===== config.mk =====
export PLATFORM = sky130hd
export DESIGN_NAME = life_automaton_row_step_flat
export DESIGN_NICKNAME = d
export VERILOG_FILES = /design/src/rtl/core/lars_pkg.sv /design/src/rtl/core/lars_if.sv /design/src/rtl/core/lars_frame_ctrl.sv /design/src/rtl/core/lars_evolve.sv /design/src/rtl/core/lars_result_reg.sv /design/src/rtl/core/life_automaton_row_step.sv /design/src/flat_wrapper.sv
export SDC_FILE = /design/constraint.sdc
export NUM_CORES = 1
export LEC_CHECK = 0
export ABC_AREA = 1
export ABC_CLOCK_PERIOD_IN_PS = 16700
export BUFFER_PORTS_ARGS = -buffer_cell sky130_fd_sc_hd__buf_2
export CAP_MARGIN = 15
export CORE_UTILIZATION = 41
export CTS_CLUSTER_DIAMETER = 120
export DETAILED_ROUTE_END_ITERATION = 12
export PLACE_DENSITY = 0.6
export SYNTH_ARGS = -nofsm -noshare
export SYNTH_HDL_FRONTEND = slang
export SYNTH_HIERARCHICAL = 1
export SYNTH_SLANG_ARGS = --single-unit

===== constraint.sdc =====
create_clock -name clk -period 16.7 [get_ports clk]
set_input_delay 2.505 -clock clk [delete_from_list [all_inputs] [get_ports clk]]
set_output_delay 2.505 -clock clk [all_outputs]
set_load 0.01 [all_outputs]

===== src/rtl/core/lars_pkg.sv =====
`default_nettype none

package lars_pkg;

  localparam int ROW_BITS = 64;
  localparam int COLS_BITS = 7;
  localparam int ROW_NUM_BITS = 10;
  localparam int ROW_NUM_TOP = 1023;
  localparam int DEF_GRID_COLUMNS = 64;
  localparam int DEF_MAX_ROWS = 1024;
  localparam logic [COLS_BITS-1:0] COLUMNS_RESET = 7'd64;

  typedef logic [ROW_BITS-1:0] row_t;
  typedef logic [ROW_NUM_BITS-1:0] row_num_t;

  // One pending evolution: three rows, the index of the emitted row and its end flag.
  typedef struct packed {
    logic     valid;
    row_t     above;
    row_t     here;
    row_t     below;
    row_num_t row_number;
    logic     done;
  } job_t;

  // Cells at or above the active width, capped at the grid width, read as dead.
  function automatic row_t valid_mask(input logic [COLS_BITS-1:0] cols,
                                      input int grid_columns);
    int   n;
    row_t m;
    n = (int'(cols) > grid_columns) ? grid_columns : int'(cols);
    for (int k = 0; k < ROW_BITS; k++) begin
      m[k] = (k < n);
    end
    return m;
  endfunction

endpackage

`default_nettype wire


===== src/rtl/core/lars_if.sv =====
`default_nettype none

interface lars_in_if;
  logic                      valid;
  logic                      ready;
  logic [lars_pkg::ROW_BITS-1:0] row_cells;
  logic                      last_row;

  modport source (output valid, output row_cells, output last_row, input ready);
  modport sink (input valid, input row_cells, input last_row, output ready);
endinterface

interface lars_out_if;
  logic                          valid;
  logic                          ready;
  logic [lars_pkg::ROW_BITS-1:0]     next_cells;
  logic [lars_pkg::ROW_NUM_BITS-1:0] row_number;
  logic                          frame_done;

  modport source (output valid, output next_cells, output row_number, output frame_done,
                  input ready);
  modport sink (input valid, input next_cells, input row_number, input frame_done,
                output ready);
endinterface

`default_nettype wire


===== src/rtl/core/lars_frame_ctrl.sv =====
`default_nettype none

module lars_frame_ctrl #(
  parameter int MAX_ROWS = lars_pkg::DEF_MAX_ROWS
) (
  input  wire logic            clk,
  input  wire logic            rst,
  input  wire lars_pkg::row_t  mask,
  input  wire logic            in_valid,
  output      logic            in_ready,
  input  wire lars_pkg::row_t  in_cells,
  input  wire logic            in_last,
  input  wire logic            take,
  output lars_pkg::job_t       job
);

  localparam int CNT_W = $clog2(MAX_ROWS + 1);

  lars_pkg::row_t     upper_row;
  lars_pkg::row_t     middle_row;
  logic [CNT_W-1:0]   rows_received;

  lars_pkg::row_t     st_upper;
  lars_pkg::row_t     st_middle;
  lars_pkg::row_t     st_lower;
  lars_pkg::row_num_t st_num_a;
  lars_pkg::row_num_t st_num_b;
  logic               has_a;
  logic               has_b;

  logic               accept;
  logic               first_row;
  lars_pkg::row_t     row_masked;
  lars_pkg::row_num_t num_prev;
  lars_pkg::row_num_t num_here;
  logic [CNT_W-1:0]   rows_minus_one;

  assign accept     = in_valid && in_ready;
  assign first_row  = (rows_received == '0);
  assign row_masked = in_cells & mask;
  assign rows_minus_one = rows_received - CNT_W'(1);

  assign num_here = (32'(rows_received) > 32'(lars_pkg::ROW_NUM_TOP)) ?
                    lars_pkg::ROW_NUM_BITS'(lars_pkg::ROW_NUM_TOP) :
                    lars_pkg::ROW_NUM_BITS'(rows_received);
  assign num_prev = (32'(rows_minus_one) > 32'(lars_pkg::ROW_NUM_TOP)) ?
                    lars_pkg::ROW_NUM_BITS'(lars_pkg::ROW_NUM_TOP) :
                    lars_pkg::ROW_NUM_BITS'(rows_minus_one);

  // The stage frees up when it is empty or its only remaining job leaves this cycle.
  assign in_ready = !(has_a || has_b) || (take && !(has_a && has_b));

  always_comb begin
    job.valid = has_a || has_b;
    if (has_a) begin
      job.above      = st_upper;
      job.here       = st_middle;
      job.below      = st_lower;
      job.row_number = st_num_a;
      job.done       = 1'b0;
    end else begin
      job.above      = st_middle;
      job.here       = st_lower;
      job.below      = '0;
      job.row_number = st_num_b;
      job.done       = 1'b1;
    end
  end

  always_ff @(posedge clk) begin
    if (rst) begin
      upper_row     <= '0;
      middle_row    <= '0;
      rows_received <= '0;
      has_a         <= 1'b0;
      has_b         <= 1'b0;
    end else begin
      if (take && (has_a || has_b)) begin
        if (has_a) begin
          has_a <= 1'b0;
        end else begin
          has_b <= 1'b0;
        end
      end
      if (accept) begin
        if (first_row) begin
          st_middle <= '0;
          st_lower  <= row_masked;
          st_num_b  <= '0;
          has_a     <= 1'b0;
          has_b     <= in_last;
          upper_row <= '0;
          if (in_last) begin
            middle_row    <= '0;
            rows_received <= '0;
          end else begin
            middle_row    <= row_masked;
            rows_received <= CNT_W'(1);
          end
        end else begin
          st_upper  <= upper_row;
          st_middle <= middle_row;
          st_lower  <= row_masked;
          st_num_a  <= num_prev;
          st_num_b  <= num_here;
          has_a     <= 1'b1;
          has_b     <= in_last;
          if (in_last) begin
            upper_row     <= '0;
            middle_row    <= '0;
            rows_received <= '0;
          end else begin
            upper_row  <= middle_row;
            middle_row <= row_masked;
            if (32'(rows_received) < MAX_ROWS) begin
              rows_received <= rows_received + CNT_W'(1);
            end
          end
        end
      end
    end
  end

  a_last_queues_own_row: assert property (@(posedge clk) disable iff (rst)
    accept && in_last |=> has_b)
    else $error("bottom row did not queue its own result");

  a_frame_advances: assert property (@(posedge clk) disable iff (rst)
    accept && !in_last |=> rows_received != '0)
    else $error("row count failed to advance within a frame");

  a_pair_in_order: assert property (@(posedge clk) disable iff (rst)
    take && has_a && has_b |=> has_b && !has_a)
    else $error("second result of the bottom row was lost or reordered");

endmodule

`default_nettype wire


===== src/rtl/core/lars_evolve.sv =====
`default_nettype none

module lars_evolve (
  input  wire lars_pkg::row_t above,
  input  wire lars_pkg::row_t here,
  input  wire lars_pkg::row_t below,
  input  wire lars_pkg::row_t mask,
  output lars_pkg::row_t      cells
);

  localparam int W = lars_pkg::ROW_BITS;

  logic [W+1:0] pad_a;
  logic [W+1:0] pad_h;
  logic [W+1:0] pad_b;

  // Dead cells pad both edges so every column sees a full neighbourhood.
  assign pad_a = {1'b0, above & mask, 1'b0};
  assign pad_h = {1'b0, here & mask, 1'b0};
  assign pad_b = {1'b0, below & mask, 1'b0};

  for (genvar k = 0; k < W; k++) begin : g_col
    logic [3:0] count;
    assign count = 4'(pad_a[k]) + 4'(pad_a[k+1]) + 4'(pad_a[k+2])
                 + 4'(pad_h[k])                  + 4'(pad_h[k+2])
                 + 4'(pad_b[k]) + 4'(pad_b[k+1]) + 4'(pad_b[k+2]);
    assign cells[k] = mask[k] && ((count == 4'd3) || (pad_h[k+1] && count == 4'd2));
  end

endmodule

`default_nettype wire


===== src/rtl/core/lars_result_reg.sv =====
`default_nettype none

module lars_result_reg (
  input  wire logic           clk,
  input  wire logic           rst,
  input  wire lars_pkg::job_t job,
  input  wire lars_pkg::row_t cells,
  output      logic           take,
  lars_out_if.source          row_out
);

  assign take = job.valid && (!row_out.valid || row_out.ready);

  always_ff @(posedge clk) begin
    if (rst) begin
      row_out.valid <= 1'b0;
    end else if (take) begin
      row_out.valid <= 1'b1;
    end else if (row_out.ready) begin
      row_out.valid <= 1'b0;
    end
  end

  always_ff @(posedge clk) begin
    if (take) begin
      row_out.next_cells <= cells;
      row_out.row_number <= job.row_number;
      row_out.frame_done <= job.done;
    end
  end

  a_done_reaches_port: assert property (@(posedge clk) disable iff (rst)
    take && job.done |=> row_out.valid && row_out.frame_done)
    else $error("frame end flag did not reach the result register");

endmodule

`default_nettype wire


===== src/rtl/core/life_automaton_row_step.sv =====
// An accepted row waits in the frame control stage, its result in the result
// register. One row per cycle unless the output stalls; the bottom row of a
// frame gives two words and holds the input, set by the single evolution unit.
// Reset clears the stored rows and row count and sets the active width to 64.
`default_nettype none

module life_automaton_row_step #(
  parameter int GRID_COLUMNS = lars_pkg::DEF_GRID_COLUMNS,
  parameter int MAX_ROWS     = lars_pkg::DEF_MAX_ROWS
) (
  input  wire logic                            clk,
  input  wire logic                            rst,
  input  wire logic                            cfg_write_en,
  input  wire logic [lars_pkg::COLS_BITS-1:0]  cfg_write_data,
  lars_in_if.sink                              row_in,
  lars_out_if.source                           row_out
);

  logic [lars_pkg::COLS_BITS-1:0] columns_in_use;
  lars_pkg::row_t                 mask;
  lars_pkg::job_t                 job;
  lars_pkg::row_t                 cells;
  logic                           take;

  always_ff @(posedge clk) begin
    if (rst) begin
      columns_in_use <= lars_pkg::COLUMNS_RESET;
    end else if (cfg_write_en) begin
      columns_in_use <= cfg_write_data;
    end
  end

  assign mask = lars_pkg::valid_mask(columns_in_use, GRID_COLUMNS);

  lars_frame_ctrl #(
    .MAX_ROWS (MAX_ROWS)
  ) u_frame_ctrl (
    .clk      (clk),
    .rst      (rst),
    .mask     (mask),
    .in_valid (row_in.valid),
    .in_ready (row_in.ready),
    .in_cells (row_in.row_cells),
    .in_last  (row_in.last_row),
    .take     (take),
    .job      (job)
  );

  lars_evolve u_evolve (
    .above (job.above),
    .here  (job.here),
    .below (job.below),
    .mask  (mask),
    .cells (cells)
  );

  lars_result_reg u_result_reg (
    .clk     (clk),
    .rst     (rst),
    .job     (job),
    .cells   (cells),
    .take    (take),
    .row_out (row_out)
  );

endmodule

`default_nettype wire


===== src/flat_wrapper.sv =====
// flat-port wrapper written by rule: the top's interface ports become plain ports
module life_automaton_row_step_flat 
#(
  parameter int GRID_COLUMNS = lars_pkg::DEF_GRID_COLUMNS,
  parameter int MAX_ROWS     = lars_pkg::DEF_MAX_ROWS
)
  (clk, rst, cfg_write_en, cfg_write_data, row_in_valid, row_in_row_cells, row_in_last_row, row_in_ready, row_out_valid, row_out_next_cells, row_out_row_number, row_out_frame_done, row_out_ready);
  lars_in_if row_in_i ();
  lars_out_if row_out_i ();
  input  wire logic clk;
  input  wire logic rst;
  input  wire logic cfg_write_en;
  input  wire logic [lars_pkg::COLS_BITS-1:0] cfg_write_data;
  input wire logic [$bits(row_in_i.valid)-1:0] row_in_valid;
  input wire logic [$bits(row_in_i.row_cells)-1:0] row_in_row_cells;
  input wire logic [$bits(row_in_i.last_row)-1:0] row_in_last_row;
  output wire logic [$bits(row_in_i.ready)-1:0] row_in_ready;
  output wire logic [$bits(row_out_i.valid)-1:0] row_out_valid;
  output wire logic [$bits(row_out_i.next_cells)-1:0] row_out_next_cells;
  output wire logic [$bits(row_out_i.row_number)-1:0] row_out_row_number;
  output wire logic [$bits(row_out_i.frame_done)-1:0] row_out_frame_done;
  input wire logic [$bits(row_out_i.ready)-1:0] row_out_ready;
  assign row_in_i.valid = row_in_valid;
  assign row_in_i.row_cells = row_in_row_cells;
  assign row_in_i.last_row = row_in_last_row;
  assign row_in_ready = row_in_i.ready;
  assign row_out_valid = row_out_i.valid;
  assign row_out_next_cells = row_out_i.next_cells;
  assign row_out_row_number = row_out_i.row_number;
  assign row_out_frame_done = row_out_i.frame_done;
  assign row_out_i.ready = row_out_ready;
  life_automaton_row_step #(.GRID_COLUMNS(GRID_COLUMNS), .MAX_ROWS(MAX_ROWS)) u_core (.clk(clk), .rst(rst), .cfg_write_en(cfg_write_en), .cfg_write_data(cfg_write_data), .row_in(row_in_i), .row_out(row_out_i));
endmodule

* After elaboration in Yosys (flattened, before gate mapping) *
Cells that the tools add are included.

storage, ports and cells
  logic and storage cells = 890
  output and inout bits = 77
  register bits = 436
  input port bits = 77

cells by class
  equal/unequal tests = 129
  order comparisons = 68
  reductions and logical operators = 211
  $add $sub $neg = 443
  muxes and demuxes = 18
  bitwise operators = 6

operators by type and width
  kind                   number
  $lt 7x32->1 const A    32
  $add 4x1->4            252
  $eq 4x2->1 const B     128
  $lt 6x32->1 const A    16
  $and 64x64->64         4
  $lt 5x32->1 const A    8
  $add 3x1->4            63
  $mux 203               1
  $mux 64                3
  $add 2x1->3            63
  $logic_and 1x1->1      133
  $lt 4x32->1 const A    4
  $add 1x1->2            63
  $logic_or 1x1->1       67
  $lt 3x32->1 const A    2
  $mux 11                3
  $lt 1x32->1 const A    1
  $lt 2x32->1 const A    1
  $gt 11x10->1 const B   2
  $add 11x1->11 const B  1
  $logic_not 11->1       1
  $lt 11x11->1 const B   1
  $sub 11x1->11 const B  1
  $mux 10                1
  other kinds (10)       24

* Longest topological paths before layout *
Gate-level depths: netlist of the first run.

  word-level depth = 15
  depth in mapped cells = 20
  depth with buffers taken out = 19

* Hierarchy *
The synthesis of the first run kept the hierarchy.

by module, submodules not included
  module                   seq. area each (µm²)  instances  area each (µm²)  cells an instance
  lars_frame_ctrl          9188.8                1          15750.1          1823
  lars_evolve              0.0                   1          13490.4          1910
  lars_result_reg          2272.2                1          2299.7           81
  life_automaton_row_step  140.1                 1          853.3            145

* Least setup slack after synthesis of the first run *
OpenSTA, ideal clock, no wires.

  path kind = input -> register
  start point = input row_out_ready
  end point = register u_core.u_frame_ctrl.st_num_a[0] (enable)
  stages on the path = 6
  path buffers = 0
  arrival = 10.087 ns
  slack = 6.107 ns
  path through = inv_2 -> a21oi_1 -> o21ai_4 -> a21oi_4 -> nand2_1 -> nor2_1

between the ends
  word-level cells in the longest chain between the ends = 6

RTL lines
  what                               line                           RTL
  start: declaration                 flat_wrapper.sv:22             input wire logic [$bits(row_out_i.ready)-1:0] row_out_ready;
  $logic_or 1x1->1                   lars_result_reg.sv:12          assign take = job.valid && (!row_out.valid || row_out.ready);
  $logic_and 1x1->1                  lars_result_reg.sv:12
  net u_core.take                    life_automaton_row_step.sv:23  logic take;
  $logic_and 1x1->1                  lars_frame_ctrl.sv:51          assign in_ready = !(has_a || has_b) || (take && !(has_a && has_b));
  $logic_or 1x1->1                   lars_frame_ctrl.sv:51
  $logic_and 1x1->1                  lars_frame_ctrl.sv:38          assign accept = in_valid && in_ready;
  $reduce_and 3->1 (no source line)  -
  end signal: assignment             lars_frame_ctrl.sv:104         st_num_a <= num_prev;
  end: declaration                   lars_frame_ctrl.sv:26          lars_pkg::row_num_t st_num_a;

The timed path passes the listed nets, and every way through them passes these cells.
A chain may end at the register's enable or synchronous reset.

==> flow_summary.json, run 1 <==
{
  "hold_class": "reg -> reg",
  "cts_buffers": 53,
  "yosysTopAreaCellShare": 0.266,
  "io_pins": 154,
  "timing.final.crit_share": 0.351,
  "synth_mux_area_frac": 0,
  "clkTransAtPathRegs_ns": 0.06,
  "dr_total_vias": 24300,
  "wl_per_cell_um": 14.5,
  "cts_hold_buf": 0,
  "post-dp-hpwl_mm": 53.3,
  "post-place-ws_ns": 11.04,
  "syn-instance-count": 3959,
  "max_slew_margin": 0.333,
  "syn_to_final_growth_pct": 10.7,
  "cts_setup_buffers": 0,
  "power_mw": 4.27,
  "synth_simple_gate_area_frac": 0.242,
  "synth_compound_area_frac": 0.0767,
  "synth_edf_count": 287,
  "synth-xor-area-share": 0.0165,
  "die-area_mm2": 0.0801,
  "initial_core_util": 0.416,
  "cts_resized": 0,
  "synth_nets": 4422,
  "r2r_setup_slack_ns": 11.30,
  "async_flop_share": 0,
  "grt_setup_unrepaired": "false",
  "p_leak_nw": 17.7,
  "drive_above_1_share": 0.115,
  "reg2reg_to": "u_core/u_result_reg/row_out.next_cells[13]$_DFFE_PP_",
  "diodes": 0,
  "fin_crit_ns": 5.87,
  "cts.path.max_buffers": 3,
  "setup_violations": 0,
  "cts-root-buf": "clkbuf_16",
  "finalMaxSlewViolations": 0,
  "grt_pass1_vias": 23500,
  "yosysUniqueCellTypes": 44,
  "finClkSkew_ns": 0.0220,
  "reg2reg_depth": 17,
  "antenna_found_initial": 2,
  "worst_pin_slew_ns": 0.991,
  "syn_area_mm2": 0.0324,
  "die_w_um": 283,
  "startpoint": "u_core/u_frame_ctrl/has_a$_SDFFE_PP0P_",
  "syn_avg_cell_area_um2": 8.18,
  "worst_ep_required_time_ns": 14.20,
  "yosys_warnings": 6,
  "core_area_mm2": 0.0778,
  "r2r-start": "u_core/columns_in_use[6]$_SDFFE_PP1P_",
  "cts_sinks": 436,
  "cp_max_fo": 76,
  "grt_overflow": 0,
  "synthAdderAreaFrac": 0.194,
  "portBuffers": 153,
  "status": "complete, no violations",
  "cts.htree.levels": 2,
  "die_h_um": 283,
  "setup_ws_ns": 10.83,
  "drt_iter0_markers": 1153,
  "fin_nets": 4546,
  "holdWs_ns": 0.426,
  "tns_ns": 0,
  "crit_path_end_kind": "primary output",
  "yosysTopAreaCell": "edfxtp_1",
  "synth_top_family_by_area": "simple AND/OR/NAND/NOR gates",
  "grt_pass1_wl_mm": 121,
  "power_density_mw_per_mm2": 119,
  "start_kind": "register",
  "crit_type": "reg -> out",
  "fillCellCount": 7784,
  "cts_tree": "built",
  "row_count": 102,
  "drc": 0,
  "grt_max_degree": 82,
  "finalHoldViolations": 0,
  "ys_seq_elements": 436,
  "viasPerCell": 4.70,
  "finalWirelength_mm": 74.7,
  "synth_flop_cell": "edfxtp_1",
  "ant_nets": 0,
  "clk_latency_ns": 0.61,
  "max_freq_mhz": 170,
  "ys_seq_area_frac": 0.358,
  "critPathCapture": "row_in_ready",
  "grt_use_total": 0.187,
  "synthTopCellsByArea": "edfxtp_1 27%, nand2_1 14%, fa_1 12%",
  "drt_pass1_iterations": 5,
  "gp_congestion": 0.833,
  "irDropWorstVdd_mv": 0.0762,
  "cap_viol_max_count": 0,
  "cp_data_arrival_time_ns": 3.36
}
-- worst min path at each step --
stage / startpoint / end / slack, ns / cells past startpoint
floorplan: u_core/u_frame_ctrl/upper_row[0]$_SDFFE_PP0P_ / u_core/u_frame_ctrl/st_upper[0]$_DFFE_PP_ / 0.41 / 0
global placement: u_core/u_frame_ctrl/upper_row[49]$_SDFFE_PP0P_ / u_core/u_frame_ctrl/st_upper[49]$_DFFE_PP_ / 0.41 / 0
detailed placement: u_core/u_frame_ctrl/upper_row[52]$_SDFFE_PP0P_ / u_core/u_frame_ctrl/st_upper[52]$_DFFE_PP_ / 0.41 / 0
CTS: u_core/u_frame_ctrl/upper_row[52]$_SDFFE_PP0P_ / u_core/u_frame_ctrl/st_upper[52]$_DFFE_PP_ / 0.43 / 0
global route: u_core/u_frame_ctrl/upper_row[62]$_SDFFE_PP0P_ / u_core/u_frame_ctrl/st_upper[62]$_DFFE_PP_ / 0.43 / 0
finish: u_core/u_frame_ctrl/upper_row[20]$_SDFFE_PP0P_ / u_core/u_frame_ctrl/st_upper[20]$_DFFE_PP_ / 0.43 / 0
-- power breakdown --
group | switching, mW | internal [mW] | total (mW)
logic | 1.07 | 0.641 | 1.71
registers | 0.0414 | 1.28 | 1.32
clock network | 0.485 | 0.750 | 1.23
total | 1.60 | 2.67 | 4.27
-- cells by family after synthesis --
family | Yosys count
and+or+nand+nor | 1720
buffers and inverters | 903
AOI/OAI and AO/OA | 453
DFF | 436
adders and majority gates | 386
xor gates and xnor gates | 61
-- registers in the layout, indices dropped and copies added, names as in the netlist --
register	count
u_core/u_result_reg/row_out.frame_done	1
u_core/u_frame_ctrl/has_a	1
u_core/u_frame_ctrl/st_num_b	10
u_core/u_frame_ctrl/rows_received	11
u_core/u_result_reg/row_out.row_number	10
u_core/u_result_reg/row_out.valid	1
u_core/u_frame_ctrl/st_upper	64
u_core/u_frame_ctrl/st_num_a	10
u_core/u_result_reg/row_out.next_cells	64
u_core/columns_in_use	7
u_core/u_frame_ctrl/st_lower	64
u_core/u_frame_ctrl/has_b	1
u_core/u_frame_ctrl/st_middle	64
u_core/u_frame_ctrl/middle_row	64
u_core/u_frame_ctrl/upper_row	64
-- layout make-up --
cell class / instances / area, um^2 / area share
Multi-Input combinational cell: 2620 / 17100 / 0.478
Sequential cell: 436 / 11600 / 0.324
Inverter: 802 / 3030 / 0.0844
Clock buffer: 73 / 1520 / 0.0423
Tap cell: 1040 / 1300 / 0.0363
Timing Repair Buffer: 170 / 896 / 0.0250
Clock inverter: 27 / 362 / 0.0101
-- critical path, cell delays in order (launching register included) --
cell,delay [ns]
dfxtp_4,0.51
inv_4,0.71
buf_4,0.78
nand2_4,0.13
inv_1,0.16
a21oi_4,0.05
o21ai_4,0.09
nand2_2,0.11
buf_2,0.16
-- cell usage in the layout (no fill, tap or decap), drive strengths merged, types with 3 or more instances in the layout --
cell,netlist,routed
bufinv,0,7
o21bai,65,65
ha,194,194
a21oi,283,283
o21ai,101,101
xor2,61,61
edfxtp,287,287
buf,44,170
inv,802,808
nand2,1315,1315
nor2,228,228
nand3,146,146
clkinv,0,13
nand4,16,16
fa,192,192
dfxtp,149,149
or2,8,8
nor3,3,3
clkbuf,57,73
-- synth_stat cells, types with 9 or more instances --
| cell type | count |
|---|---|
| ha_1 | 194 |
| fa_1 | 192 |
| clkbuf_1 | 57 |
| dfxtp_1 | 149 |
| nand2_4 | 9 |
| o21bai_1 | 65 |
| nor2_1 | 113 |
| nand4_1 | 15 |
| inv_1 | 793 |
| xor2_1 | 61 |
| o21ai_0 | 98 |
| buf_4 | 25 |
| edfxtp_1 | 287 |
| nand2_1 | 1245 |
| a21oi_1 | 279 |
| nand2_2 | 61 |
| buf_6 | 10 |
| nand3_1 | 142 |
| nor2_4 | 110 |
-- through the flow --
step | util | cell area (um^2) | instances
6_report | 0.460 | 35800 | 5168
3_5_place_dp | 0.436 | 34000 | 5068
3_3_place_gp | 0.436 | 34000 | 5068
4_1_cts | 0.460 | 35800 | 5168
5_1_grt | 0.460 | 35800 | 5168
2_1_floorplan | - | 32400 | 3959
-- layer usage --
metal	part of all wire	up-vias	wire [um]	global-route usage
met2	0.46	387	34500	0.308
met4	0.023	2	1690	0.0491
met5	0.00017	-	13	0
li1	-	12500	-	-
met1	0.47	11300	35300	0.257
met3	0.044	92	3280	0.0266
Note: power is estimated with default switching activity, not from simulation.
==> run 2: changes to the inputs <==
ABC_CLOCK_PERIOD_IN_PS = 4710   (was 16700)
PLACE_DENSITY = 0.62   (was 0.6)
clock period = 4.71 ns   (was 16.7 ns; I/O delays follow)
==> run 2 against run 1 <==
Sequential power increased to 3.5 times the previous value. Critical endpoint is now u_core/u_result_reg/row_out.next_cells[11]$_DFFE_PP_. Largest cell class unchanged. Critical path type is now reg -> reg. Routed wire length is 1.1% higher. Power rose to 3.5 times the previous value. Final cell count increased by 1.1%.
==> flow_summary.json, run 2 (synthesis results as in run 1) <==
{
  "grt_pass1_vias": 23700,
  "syn_to_final_growth_pct": 12.0,
  "crit_type": "reg -> reg",
  "die-area_mm2": 0.0801,
  "cap_viol_max_count": 0,
  "tns_ns": 0,
  "finalWirelength_mm": 75.5,
  "grt_max_degree": 113,
  "row_count": 102,
  "power_density_mw_per_mm2": 413,
  "cp_data_arrival_time_ns": 4.87,
  "grt_use_total": 0.189,
  "final_util": 0.466,
  "setup_violations": 0,
  "start_kind": "register",
  "worst_pin_slew_ns": 1.05,
  "worst_ep_required_time_ns": 5.05,
  "grt_setup_unrepaired": "true",
  "hold-path-cell-count": 4,
  "fin_crit_ns": 4.53,
  "max_slew_margin": 0.299,
  "cp_max_fo": 9,
  "cts.path.max_buffers": 3,
  "max_freq_mhz": 221,
  "cts_buffers": 51,
  "clkTransAtPathRegs_ns": 0.06,
  "final_common_cell": "nand2_1",
  "post-place-ws_ns": 0.0784,
  "reg2reg_to": "u_core/u_result_reg/row_out.next_cells[11]$_DFFE_PP_",
  "diodes": 0,
  "gp_congestion": 0.855,
  "core_area_mm2": 0.0778,
  "drt_pass1_iterations": 5,
  "r2r-start": "u_core/columns_in_use[6]$_SDFFE_PP1P_",
  "initial_core_util": 0.416,
  "ant_nets": 0,
  "reg2reg_depth": 21,
  "drt_iter0_markers": 1508,
  "power_mw": 15.0,
  "dr_total_vias": 24700,
  "io_pins": 154,
  "cts_hold_buf": 0,
  "wl_per_cell_um": 14.4,
  "clk_latency_ns": 0.59,
  "die_h_um": 283,
  "setup_ws_ns": 0.182,
  "cts_tree": "built",
  "finalMaxSlewViolations": 0,
  "viasPerCell": 4.73,
  "dp_cells": 5133,
  "status": "complete, no violations",
  "cts_resized": 0,
  "grt_pass1_wl_mm": 123,
  "cts_setup_buffers": 0,
  "min_to": "u_core/u_result_reg/row_out.valid$_SDFFE_PP0P_",
  "antenna_found_initial": 1,
  "p_leak_nw": 18.0,
  "drive_above_1_share": 0.129,
  "crit_path_end_kind": "register",
  "cts.htree.levels": 2,
  "post-dp-hpwl_mm": 54.9,
  "finClkSkew_ns": 0.0202,
  "mostFrequentLayoutCells": "1245 x nand2_1, 792 x inv_1, 287 x edfxtp_1",
  "cts_sinks": 436,
  "irDropWorstVdd_mv": 0.262,
  "hp-start": "row_out_ready",
  "timing.final.crit_share": 0.961,
  "drc": 0,
  "grt_overflow": 0,
  "final_cells": 5227,
  "cts-root-buf": "clkbuf_16",
  "portBuffers": 153,
  "fin_nets": 4609,
  "r2r_setup_slack_ns": 0.18,
  "die_w_um": 283,
  "finalHoldViolations": 0,
  "hold_class": "in -> reg"
}
[run 2: changes by cell type in the layout (fill, tap and decap cells not counted), sizes merged]
cell,before,now
inv,808,805
bufinv,7,5
clkbuf,73,68
clkinv,13,15
clkinvlp,1,3
buf,170,235
[run 2: power breakdown]
group / switching [mW] / internal, mW / leakage, nW
sequential: 0.136 / 4.54 / 3.88
combinational: 3.82 / 2.33 / 13.2
clock: 1.67 / 2.47 / 0.865
[run 2: metal layers]
layer | share of wire | track usage
met1 | 0.47 | 0.261
met2 | 0.47 | 0.316
met3 | 0.041 | 0.0239
met4 | 0.020 | 0.0441
met5 | 0 | 0
[run 2: critical path, stage by stage, from the launching register on]
cell	delay (ns)
dfxtp_1	0.31
buf_4	0.17
nor2_4	0.19
nand2_2	0.08
buf_4	0.20
inv_1	0.29
o21ai_1	0.26
buf_4	0.23
nand2_2	0.17
xor2_1	0.10
ha_1	0.27
inv_1	0.05
fa_1	0.49
inv_1	0.06
fa_1	0.56
inv_1	0.08
nor2_4	0.12
fa_1	0.42
nand2_1	0.08
a21oi_1	0.04
nand3_1	0.08
nor2_1	0.04
[run 2: area by class of cell]
cell class                 instances  area (um^2)
timing repair buffer             235         1460
inverter                         802         3020
fill                            7636        41600
sequential                       436        11600
clock inverter                    26          293
clock buffer                      68         1460
tap                             1040         1300
multi-input combinational       2620        17100
[run 2: how the worst max path moves through the flow]
stage | start | to | slack, ns | depth (start not counted)
3_3_place_gp | u_core/columns_in_use[6]$_SDFFE_PP1P_ | u_core/u_result_reg/row_out.next_cells[11]$_DFFE_PP_ | 0.18 | 21
4_1_cts | u_core/columns_in_use[6]$_SDFFE_PP1P_ | u_core/u_result_reg/row_out.next_cells[11]$_DFFE_PP_ | 0.07 | 21
2_1_floorplan | row_out_ready | u_core/u_frame_ctrl/st_lower[0]$_DFFE_PP_ | 0.20 | 6
6_report | u_core/columns_in_use[6]$_SDFFE_PP1P_ | u_core/u_result_reg/row_out.next_cells[11]$_DFFE_PP_ | 0.18 | 21
5_1_grt | u_core/columns_in_use[6]$_SDFFE_PP1P_ | u_core/u_result_reg/row_out.next_cells[11]$_DFFE_PP_ | -0.02 | 21
3_5_place_dp | u_core/columns_in_use[6]$_SDFFE_PP1P_ | u_core/u_result_reg/row_out.next_cells[11]$_DFFE_PP_ | 0.08 | 21
[run 2: through the flow]
step / hold slack [ns] / cell area (um^2)
3_3_place_gp: 0.411 / 34500
3_5_place_dp: 0.414 / 34500
2_1_floorplan: 0.409 / 32400
4_1_cts: 0.345 / 36300
6_report: 0.388 / 36300
5_1_grt: 0.381 / 36300
==> run 3: changes to the inputs <==
PLACE_DENSITY = 0.61   (was 0.62)
==> run 3 against run 2 <==
Global-route usage grew 0.43 points. Register-to-register slack is essentially flat. Non-clock buffer count shrank 1. Cell area grew 0.79%. Core utilization grew 0.37 points. Combinational power is essentially flat. Via count grew 0.16%. Sequential share of layout area shrank 0.25 points. Die area is the same. First-iteration DRC count shrank 3.3%. Count of clock-buffer cells in the layout is the same. Largest power group unchanged.
==> flow_summary.json, run 3 (synthesis results as in run 1) <==
{
  "power_mw": 15.5,
  "grt_use_total": 0.194,
  "timing.final.crit_share": 0.959,
  "irDropWorstVdd_mv": 0.274,
  "dr_total_vias": 24700,
  "fin_crit_ns": 4.52,
  "io_pins": 154,
  "status": "complete, no violations",
  "die_w_um": 283,
  "final_common_cell": "nand2_1",
  "cts_tree": "built",
  "die_h_um": 283,
  "syn_to_final_growth_pct": 12.9,
  "finalMaxSlewViolations": 0,
  "clkTransAtPathRegs_ns": 0.06,
  "grt_overflow": 0,
  "antenna_found_initial": 1,
  "initial_core_util": 0.416,
  "diodes": 0,
  "viasPerCell": 4.73,
  "cp_data_arrival_time_ns": 4.87,
  "grt_setup_unrepaired": "false",
  "drt_iter0_markers": 1458,
  "die-area_mm2": 0.0801,
  "finalHoldViolations": 0,
  "post-place-ws_ns": -0.0656,
  "finalWirelength_mm": 76.7,
  "drt_pass1_iterations": 5,
  "dp_cells": 5131,
  "core_area_mm2": 0.0778,
  "hold_class": "in -> reg",
  "finalInstanceArea_mm2": 0.0366,
  "p_leak_nw": 18.1,
  "start_kind": "register",
  "worst_ep_required_time_ns": 5.06,
  "wl_per_cell_um": 14.6,
  "drc": 0,
  "portBuffers": 153,
  "power_density_mw_per_mm2": 424,
  "max_slew_margin": 0.322,
  "mostFrequentLayoutCells": "1243 x nand2_1, 792 x inv_1, 287 x edfxtp_1",
  "clk_latency_ns": 0.61,
  "post-dp-hpwl_mm": 55.5,
  "grt_max_degree": 138,
  "setup_violations": 0,
  "row_count": 102,
  "cts_buffers": 54,
  "ant_nets": 0,
  "crit_type": "reg -> reg",
  "gp_congestion": 0.844,
  "cp_max_fo": 9,
  "max_freq_mhz": 221,
  "placed_area_mm2": 0.0346,
  "cts.htree.levels": 2,
  "finClkSkew_ns": 0.0216,
  "setup_ws_ns": 0.193,
  "crit_path_end_kind": "register",
  "fin_nets": 4611,
  "final_cells": 5233,
  "drive_above_1_share": 0.130,
  "cts-root-buf": "clkbuf_16",
  "worst_pin_slew_ns": 1.02,
  "holdWs_ns": 0.370,
  "cap_viol_max_count": 0,
  "grt_pass1_vias": 24300,
  "grt_pass1_wl_mm": 126,
  "cts_sinks": 436,
  "cts.path.max_buffers": 3
}
run 3: through the flow:
stage,TNS [ns],utilization
after floorplan,0,-
after global placement,0,0.444
after detailed placement,-0.120,0.444
after CTS,0,0.469
after global routing,0,0.470
final,0,0.470
run 3: layout make-up:
class                      count  area [um^2]
fill                        7703        41300
multi-input combinational   2620        17200
sequential                   436        11600
inverter                     802         3020
timing repair buffer         234         1490
clock buffer                  68         1490
tap                         1040         1300
clock inverter                33          499
run 3: metal layers:
metal	vias to the layer above	track usage	part of all wire
li1	12600	-	-
met1	11600	0.262	0.47
met2	414	0.328	0.47
met3	89	0.0229	0.037
met4	0	0.0504	0.022
met5	-	0	0
run 3: report_power, final:
group | internal (mW) | total (mW) | leakage [nW] | switching (mW)
clock network | 2.90 | 4.64 | 0.977 | 1.74
logic | 2.34 | 6.18 | 13.2 | 3.84
registers | 4.55 | 4.69 | 3.88 | 0.141
total | 9.79 | 15.5 | 18.1 | 5.72
run 3: what timing repair did:
| item | 4_1_cts | 5_1_grt |
|---|---|---|
| resized for setup | 1 | 13 |
| setup buffers | 0 | 1 |
| endpoints found under the setup margin | 2 | 20 |
| hold buffers | 0 | 0 |
| pin swaps | 0 | 1 |
run 3: worst paths after layout:
path | startpoint | to | slack, ns | depth (start not counted)
worst min-delay path | row_out_ready | u_core/u_result_reg/row_out.valid$_SDFFE_PP0P_ | 0.37 | 4
worst max register to register | u_core/columns_in_use[6]$_SDFFE_PP1P_ | u_core/u_result_reg/row_out.next_cells[26]$_DFFE_PP_ | 0.19 | 20
worst min register to register | u_core/u_frame_ctrl/upper_row[23]$_SDFFE_PP0P_ | u_core/u_frame_ctrl/st_upper[23]$_DFFE_PP_ | 0.43 | 0
worst max-delay path | u_core/columns_in_use[6]$_SDFFE_PP1P_ | u_core/u_result_reg/row_out.next_cells[26]$_DFFE_PP_ | 0.19 | 20
run 3: critical path: stages, from the launching register on:
cell and delay, ns:
dfxtp_1 0.36, inv_2 0.15, nand2_4 0.11, nand2_1 0.10, inv_1 0.24, o21ai_0 0.48
buf_4 0.25, nand2_2 0.14, xor2_1 0.19, ha_1 0.28, inv_1 0.04, fa_1 0.47
inv_1 0.06, fa_1 0.55, inv_1 0.08, nor2_4 0.12, fa_1 0.41, nand2_1 0.07
a21oi_1 0.04, nand3_1 0.08, nor2_1 0.04
